$ cat config.mk
export PLATFORM = sky130hd
export DESIGN_NAME = rss_xform
export DESIGN_NICKNAME = d
export VERILOG_FILES = /design/src/hdl/rss_pkg.sv /design/src/hdl/rss_xform.sv
export SDC_FILE = /design/constraint.sdc
export NUM_CORES = 2
export LEC_CHECK = 0
export ABC_AREA = 1
export BUFFER_PORTS_ARGS = -buffer_cell sky130_fd_sc_hd__buf_2
export CAP_MARGIN = 25
export CORE_MARGIN = 2
export CORE_UTILIZATION = 35
export DETAILED_ROUTE_END_ITERATION = 16
export MAX_ROUTING_LAYER = met4
export PLACE_DENSITY_LB_ADDON = 0.05
export SETUP_SLACK_MARGIN = 0.5
export SLEW_MARGIN = 40
export SYNTH_ARGS = -nofsm -noshare
export SYNTH_HDL_FRONTEND = slang
export SYNTH_SLANG_ARGS = --single-unit
$ cat constraint.sdc
create_clock -name clk -period 6.7 [get_ports clk]
set_input_delay 0 -clock clk [delete_from_list [all_inputs] [get_ports clk]]
set_output_delay 0 -clock clk [all_outputs]
set_load 0.02 [all_outputs]
$ cat src/hdl/rss_pkg.sv
package rss_pkg;

    // Request codes carried in req_type
    typedef enum logic [1:0] {
        REQ_LOAD_SPRITE  = 2'd0,
        REQ_LOAD_OVERLAY = 2'd1,
        REQ_TICK         = 2'd2,
        REQ_RENDER       = 2'd3
    } req_code_t;

    localparam int TEXEL_W       = 32;
    localparam int SPRITE_DEPTH  = 1024;
    localparam int OVERLAY_DEPTH = 256;
    localparam int SPRITE_AW     = 10;
    localparam int OVERLAY_AW    = 8;
    localparam int ANGLE_W       = 6;

    localparam logic [ANGLE_W-1:0] ANGLE_RESET   = 6'd2;
    localparam logic [ANGLE_W-1:0] QUARTER_TURN  = 6'd16;
    localparam logic               SPIN_RESET    = 1'b1;
    localparam logic [7:0]         ALPHA_LIMIT   = 8'd128;
    localparam logic [7:0]         ALPHA_OPAQUE  = 8'hFF;

    // Q14 trig, Q14 coordinates, Q28 products
    localparam int TRIG_W  = 16;
    localparam int COORD_W = 19;
    localparam int PROD_W  = TRIG_W + COORD_W;
    localparam int SUM_W   = 36;

    localparam logic signed [SUM_W-1:0] CENTER_Q28  = 36'sh1_0000_0000;   // 16.0
    localparam logic signed [SUM_W-1:0] NEG_ONE_Q28 = -36'sh0_1000_0000;  // -1.0
    localparam logic signed [SUM_W-1:0] EDGE_Q28    = 36'sh2_0000_0000;   // 32.0

    localparam logic signed [TRIG_W-1:0] QUARTER_SINE [17] = '{
        16'sd0,     16'sd1606,  16'sd3196,  16'sd4756,  16'sd6270,  16'sd7723,
        16'sd9102,  16'sd10394, 16'sd11585, 16'sd12665, 16'sd13623, 16'sd14449,
        16'sd15137, 16'sd15679, 16'sd16069, 16'sd16305, 16'sd16384
    };

    // Result of the coordinate transform, handed to the sampler control
    typedef struct packed {
        logic                 in_bounds;
        logic [SPRITE_AW-1:0] sprite_addr;
    } hit_t;

    function automatic logic signed [TRIG_W-1:0] sine_q14(input logic [ANGLE_W-1:0] k);
        logic [3:0] q;
        logic [4:0] mirror;
        logic signed [TRIG_W-1:0] v;
        q      = k[3:0];
        mirror = 5'd16 - {1'b0, q};
        case (k[5:4])
            2'd0:    v = QUARTER_SINE[{1'b0, q}];
            2'd1:    v = QUARTER_SINE[mirror];
            2'd2:    v = -QUARTER_SINE[{1'b0, q}];
            2'd3:    v = -QUARTER_SINE[mirror];
            default: v = '0;
        endcase
        return v;
    endfunction

    // (v/15 - 0.5) * 31 in Q14, rounded half away from zero
    function automatic logic signed [COORD_W-1:0] coord_q14(input logic [3:0] v);
        logic signed [COORD_W-1:0] r;
        case (v)
            4'd0:    r = -19'sd253952;
            4'd1:    r = -19'sd220092;
            4'd2:    r = -19'sd186231;
            4'd3:    r = -19'sd152371;
            4'd4:    r = -19'sd118511;
            4'd5:    r = -19'sd84651;
            4'd6:    r = -19'sd50790;
            4'd7:    r = -19'sd16930;
            4'd8:    r = 19'sd16930;
            4'd9:    r = 19'sd50790;
            4'd10:   r = 19'sd84651;
            4'd11:   r = 19'sd118511;
            4'd12:   r = 19'sd152371;
            4'd13:   r = 19'sd186231;
            4'd14:   r = 19'sd220092;
            4'd15:   r = 19'sd253952;
            default: r = '0;
        endcase
        return r;
    endfunction

endpackage

$ cat src/hdl/rss_xform.sv
module rss_xform
(
    input  logic                        clk,
    input  logic                        start,
    input  logic [rss_pkg::ANGLE_W-1:0] angle,
    input  logic [3:0]                  pixel_x,
    input  logic [3:0]                  pixel_y,
    output rss_pkg::hit_t               hit
);

    logic signed [rss_pkg::TRIG_W-1:0]  sin_reg, cos_reg;
    logic signed [rss_pkg::COORD_W-1:0] a_reg, b_reg;
    logic signed [rss_pkg::PROD_W-1:0]  ca_reg, sb_reg, cb_reg, sa_reg;
    logic signed [rss_pkg::SUM_W-1:0]   col_q, row_q;
    logic                               col_ok, row_ok;
    logic [4:0]                         col, row;

    // trig and coordinate lookups captured with the request
    always_ff @(posedge clk)
    begin
        if (start)
        begin
            sin_reg <= rss_pkg::sine_q14(angle);
            cos_reg <= rss_pkg::sine_q14(rss_pkg::ANGLE_W'(angle + rss_pkg::QUARTER_TURN));
            a_reg   <= rss_pkg::coord_q14(pixel_x);
            b_reg   <= rss_pkg::coord_q14(pixel_y);
        end
    end

    // products, Q28
    always_ff @(posedge clk)
    begin
        ca_reg <= cos_reg * a_reg;
        sb_reg <= sin_reg * b_reg;
        cb_reg <= cos_reg * b_reg;
        sa_reg <= sin_reg * a_reg;
    end

    assign col_q = rss_pkg::SUM_W'(ca_reg) - rss_pkg::SUM_W'(sb_reg) + rss_pkg::CENTER_Q28;
    assign row_q = rss_pkg::SUM_W'(cb_reg) + rss_pkg::SUM_W'(sa_reg) + rss_pkg::CENTER_Q28;

    // truncation toward zero: (-1,0) lands on index 0
    assign col_ok = (col_q > rss_pkg::NEG_ONE_Q28) && (col_q < rss_pkg::EDGE_Q28);
    assign row_ok = (row_q > rss_pkg::NEG_ONE_Q28) && (row_q < rss_pkg::EDGE_Q28);
    assign col    = col_q[rss_pkg::SUM_W-1] ? 5'd0 : col_q[32:28];
    assign row    = row_q[rss_pkg::SUM_W-1] ? 5'd0 : row_q[32:28];

    assign hit.in_bounds   = col_ok && row_ok;
    assign hit.sprite_addr = {row, col};

endmodule

# Word level (Yosys, flattened, before mapping)

Memories as Yosys holds them, arrays and structs flattened. A register that Yosys moved wholly into a read port is not among the register bits.
Index checks and enable logic that the tools add are counted.
W data, S select, Z words.

Register bits after elaboration: 172
ROM bits: 2656
Input bits: 16
Word-level logic and storage cells: 62
Memories: 6

$add $sub $neg: 11
Multipliers: 4
$lt $le $gt $ge: 8
Eq/ne operators: 6
Multiplexer cells: 12
Bitwise gates (word level): 4
Reductions and logical operators: 5

Memories:

| name             | depth | bits a word | rd ports | clocked after memory_dff | wr ports | RTL line      | source |
|---|---|---|---|---|---|---|---|
| (name not given) | 32    | 16          | 1        | 0                        | 0        | rss_pkg.sv:56 | `2'd3: v = -QUARTER_SINE[mirror];` |
| (name not given) | 32    | 16          | 1        | 0                        | 0        | rss_pkg.sv:55 | `2'd2: v = -QUARTER_SINE[{1'b0, q}];` |
| (name not given) | 32    | 16          | 1        | 0                        | 0        | rss_pkg.sv:56 |  |
| (name not given) | 32    | 16          | 1        | 0                        | 0        | rss_pkg.sv:55 |  |
| (name not given) | 16    | 19          | 1        | 1                        | 0        | rss_pkg.sv:65 | `case (v)` |
| (name not given) | 16    | 19          | 1        | 1                        | 0        | rss_pkg.sv:65 |  |

Operators with widths:

| kind                     | count |
|---|---|
| $mul A16 B19 Y35         | 4 |
| $mux W16                 | 8 |
| $pmux W16 S4             | 2 |
| $add A36 B34 Y36 const B | 2 |
| $gt A36 B29 Y1 const B   | 2 |
| $lt A36 B35 Y1 const B   | 2 |
| $neg A16 Y16             | 4 |
| $add A35 B35 Y36         | 1 |
| $sub A35 B35 Y36         | 1 |
| $ge A6 B6 Y1 const B     | 4 |
| $not A4 Y6               | 2 |
| $not A5 Y6               | 2 |
| $mux W5                  | 2 |
| $sub A5 B4 Y5 const A    | 2 |
| $eq A2 B2 Y1 const B     | 4 |
| $add A6 B5 Y6 const B    | 1 |
| $eq A2 B1 Y1 const B     | 2 |
| $logic_not A2 Y1         | 2 |
| $logic_and A1 B1 Y1      | 3 |

# Logic depth before layout (Yosys ltp)

Word-level depth: 8
Gate-level depth with buffers: 28
Depth with buffers taken out: 27

# Worst setup path before layout

Ideal clock, no wire load.

Path kind: reg2reg
From: register a_reg[11] (netlist bit)
To: register ca_reg[25] (netlist bit)
Library setup time: 0.127 ns
Arrival time: 5.702 ns
Required time: 6.573 ns
Path slack: 0.872 ns
Cell stages (with the launch flop): 24
Period minus slack after synthesis: 5.828 ns
Cells stage by stage: edfxtp_1 > clkbuf_1 > clkbuf_1 > nand2_1 > fa_1 > inv_1 > fa_1 > inv_1 > fa_1 > inv_1 > fa_1 > fa_1 > inv_1 > fa_1 > inv_1 > ha_1 > a21o_1 > o21ai_0 > o211ai_1 > a21oi_1 > inv_1 > a21boi_0 > o21ai_0 > xor2_1

Word-level cells in the longest chain between the ends: 1

RTL lines:

| what                 | RTL line        | source |
|---|---|---|
| from (decl)          | rss_xform.sv:12 | `logic signed [rss_pkg::COORD_W-1:0] a_reg, b_reg;` |
| $mul A16 B19 Y35     | rss_xform.sv:33 | `ca_reg <= cos_reg * a_reg;` |
| to (signal assigned) | rss_xform.sv:33 |  |
| to (decl)            | rss_xform.sv:13 | `logic signed [rss_pkg::PROD_W-1:0] ca_reg, sb_reg, cb_reg, sa_reg;` |

Every way passes these cells.
A chain may end at the register's enable or synchronous reset.

# Worst setup path in the final report

From: register a_reg[11] (netlist bit)
To: register sa_reg[27] (netlist bit)

Word-level cells in the longest chain between the ends: 1

RTL lines:

| what                 | RTL line        | source |
|---|---|---|
| $mul A16 B19 Y35     | rss_xform.sv:36 | `sa_reg <= sin_reg * a_reg;` |
| to (signal assigned) | rss_xform.sv:36 |  |
| to (decl)            | rss_xform.sv:13 |  |

Every way passes these cells.

==> metrics.md <==
| Metric | Value |
|---|---|
| Reg clk slew, reported paths | 0.09 ns |
| Total Wirelength | between 150,000 and 200,000 µm |
| Period minus WS final | 6.067 ns |
| Area grow syn2layout | 9.528% |
| Crit path cell chain | buf_12 -> nand2_1 -> fa_1 -> inv_1 -> fa_1 -> inv_1 -> fa_1 -> inv_1 -> fa_1 -> fa_1 -> inv_1 -> fa_1 -> inv_1 -> ha_1 -> a21o_1 -> a21boi_0 -> o21bai_1 -> nand2_1 -> nand4_1 -> buf_4 -> xor2_1 -> buf_4 |
| Layout Cell Area excl Fill | ~61,000 µm² |
| Num CTS Buffers | 17 |
| Family with the most delay on the worst path | adder cells |
| WHS | around 0.15 ns |
| Largest net degree at the start of global routing | 39 |
| Clk Tree Root Cell | clkbuf_16 |
| Die Wd | roughly 400 µm |
| Relative slew slack | 0.4550 |
| Syn Area/Cell | ~7.9 µm² |
| CP max-delay cell | fa_1 |
| CTS tree | done |
| Count of cell types in the netlist | 59 |
| Critical Path Sink Type | register |
| Max Fclk | ~160 MHz |
| Clock Sinks | ~200 |
| Cells after Synth | roughly 7k |
| WL/cell | 18.78 µm |
| Top FF cell, synth | dfxtp_1 |
| Setup TNS | 0 ns |
| Fraction of final layout cells with drive strength greater than 1 | 0.05767 |
| Top Ports | 27 |
| # nets final | 8,756 |
| Skew final | ~0.023 ns |
| Flops & latches, synth | 198 |
| Arrival time worst endpoint | ~6.5 ns |
| Overall routing resource usage | 0.2241 |
| Via/cell ratio | around 4.6 |
| Fin cells | between 9k and 10k |
| DRT iter0 DRCs | between 2k and 3k |
| Core footprint | 158,200 µm² |
| Tcrit/Tclk final | 0.9055 |
| Post-synth EDFFs | 58 |
| Iteration count of the initial detailed-routing pass | 6 |
| Initial antenna violation count | 9 |
| Most common cell after layout, fill and taps aside | inv_1 |
| Post-Place Cell Area | between 50,000 and 60,000 µm² |
| Hold Vio Cnt, Final | 0 |
| Critical path type | reg2reg |
| RSZ-0062 raised after global routing | true |
| Starting Density | 0.3523 |
| Placed wire-length estimate | 146,600 µm |
| Max clock buf depth | 2 |
| Vias in the first global route | 44.80k |
| Die Ht | ~400 µm |
| GRT overflow | 0 |
| Max Cap Viol | 0 |
| Antenna-violating nets left | 0 |
| Final Max Slew Viols | 0 |
| Ys async rst share | 0 |
| Setup crit start kind | register |
| Commonest non-fill, non-tap cells in the layout | inv_1, nand2_1, fa_1 |
| Post-synthesis sequential area ratio | 0.08154 |
| Via count | 42.69k |
| R2R setup slack | approximately 0.63 ns |
| Worst hold path class | in2reg |
| Inst Count DP | 9,094 |
| First-pass GRT wire length | 267,600 µm |
| RD Place Congestion | ~0.9 |
| Critical Path RT | between 7 and 8 ns |
| Cell Area, Synth | 55,730 µm² |
| Status | complete, no violations |
| CP max stage delay | 0.55 ns |
| DRC | 0 |
| Max FO, Critical Path | 36 |
| Worst path bufs/invs | 8 |
| Rows | between 100 and 150 |
| CP most frequent cell | fa_1 |
| Mapped Nets | roughly 8.7k |
| Yosys Warn Count | 0 |
| Clock latency on the worst-skew pair | around 0.55 ns |
| Setup violators final | 0 |
| Port Buffers | 26 |
| H-tree depth | 4 |
| Worst-margin pin slew | 0.8090 ns |
| Die Area | approximately 160,000 µm² |
==> layout make-up <==
class,count,area (µm²)
tap,2072,2592
clock inverter,13,161.4
timing repair buffer,216,2336
fill,16860,97160
multi-input combinational,4511,42860
antenna,7,17.52
inverter,2153,8089
clock buffer,19,442.9
sequential,198,4544
==> tightest hold or removal path, stage by stage <==
cell,delay [ns]
buf_2,0.12
nor2_1,0.06
buf_4,0.20
nand2_1,0.10
nand2_1,0.05
==> per-stage QoR <==
| stage | utilization | worst slack [ns] |
|---|---|---|
| final | 0.3859 | 0.6329 |
| after global routing | 0.3858 | 0.3651 |
| after CTS | 0.3798 | 0.4660 |
| after detailed placement | 0.3747 | 0.2343 |
| after global placement | 0.3744 | 0.2455 |
| after floorplan | - | 0.8718 |
==> timing repair <==
item                                    in CTS  in global routing
resized for setup                            4                136
pin swaps                                    1                 20
gates cloned                                 1                  5
endpoints found under the setup margin      15                 49
hold buffers                                11                  0
endpoints found under the hold margin       47                  0
setup buffers                                6                 33
==> routing by layer <==
metal / track usage / wire length [µm]
met1: 0.3192 / 83340
met2: 0.3431 / 78190
met3: 0.02986 / 8209
met4: 0.04100 / 2803
met5: - / 0
==> cells by family after synthesis <==
logic type      share of synthesized area
compound gates                    0.04703
xor+xnor                          0.03300
fa+ha+maj                          0.5203
buf+inv                            0.1584
flops                             0.08154
simple gates                       0.1598
==> cell usage after synthesis, types with 14 or more instances <==
library cell / count / area [µm²]
o21a_1: 15 / 112.6
edfxtp_1: 58 / 1742
clkbuf_1: 170 / 638.1
fa_1: 1124 / 22500
nor2_1: 275 / 1032
nand2_1: 1655 / 6212
o21bai_1: 20 / 150.1
inv_1: 2144 / 8048
ha_1: 519 / 6494
o21ai_0: 107 / 535.5
a21o_1: 14 / 105.1
xor2_1: 120 / 1051
a21oi_1: 204 / 1021
o2111ai_1: 15 / 131.4
xnor2_1: 90 / 788.3
nand3_1: 139 / 695.7
nor3_1: 43 / 215.2
dfxtp_1: 140 / 2803
nand4_1: 31 / 193.9
==> final timing paths <==
check / cells past startpoint / from / endpoint
worst min register to register: 3 / a_reg[0]$_DFFE_PP_ / sa_reg[0]$_DFF_P_
worst max-delay path: 22 / a_reg[11]$_DFFE_PP_ / sa_reg[27]$_DFF_P_
worst max register to register: 22 / a_reg[11]$_DFFE_PP_ / sa_reg[27]$_DFF_P_
worst min-delay path: 5 / angle[5] / cos_reg[15]$_SDFFCE_PP0P_
Power is not shown: default switching activity piles up to over one toggle a cycle in this logic, so the estimate is an artifact.
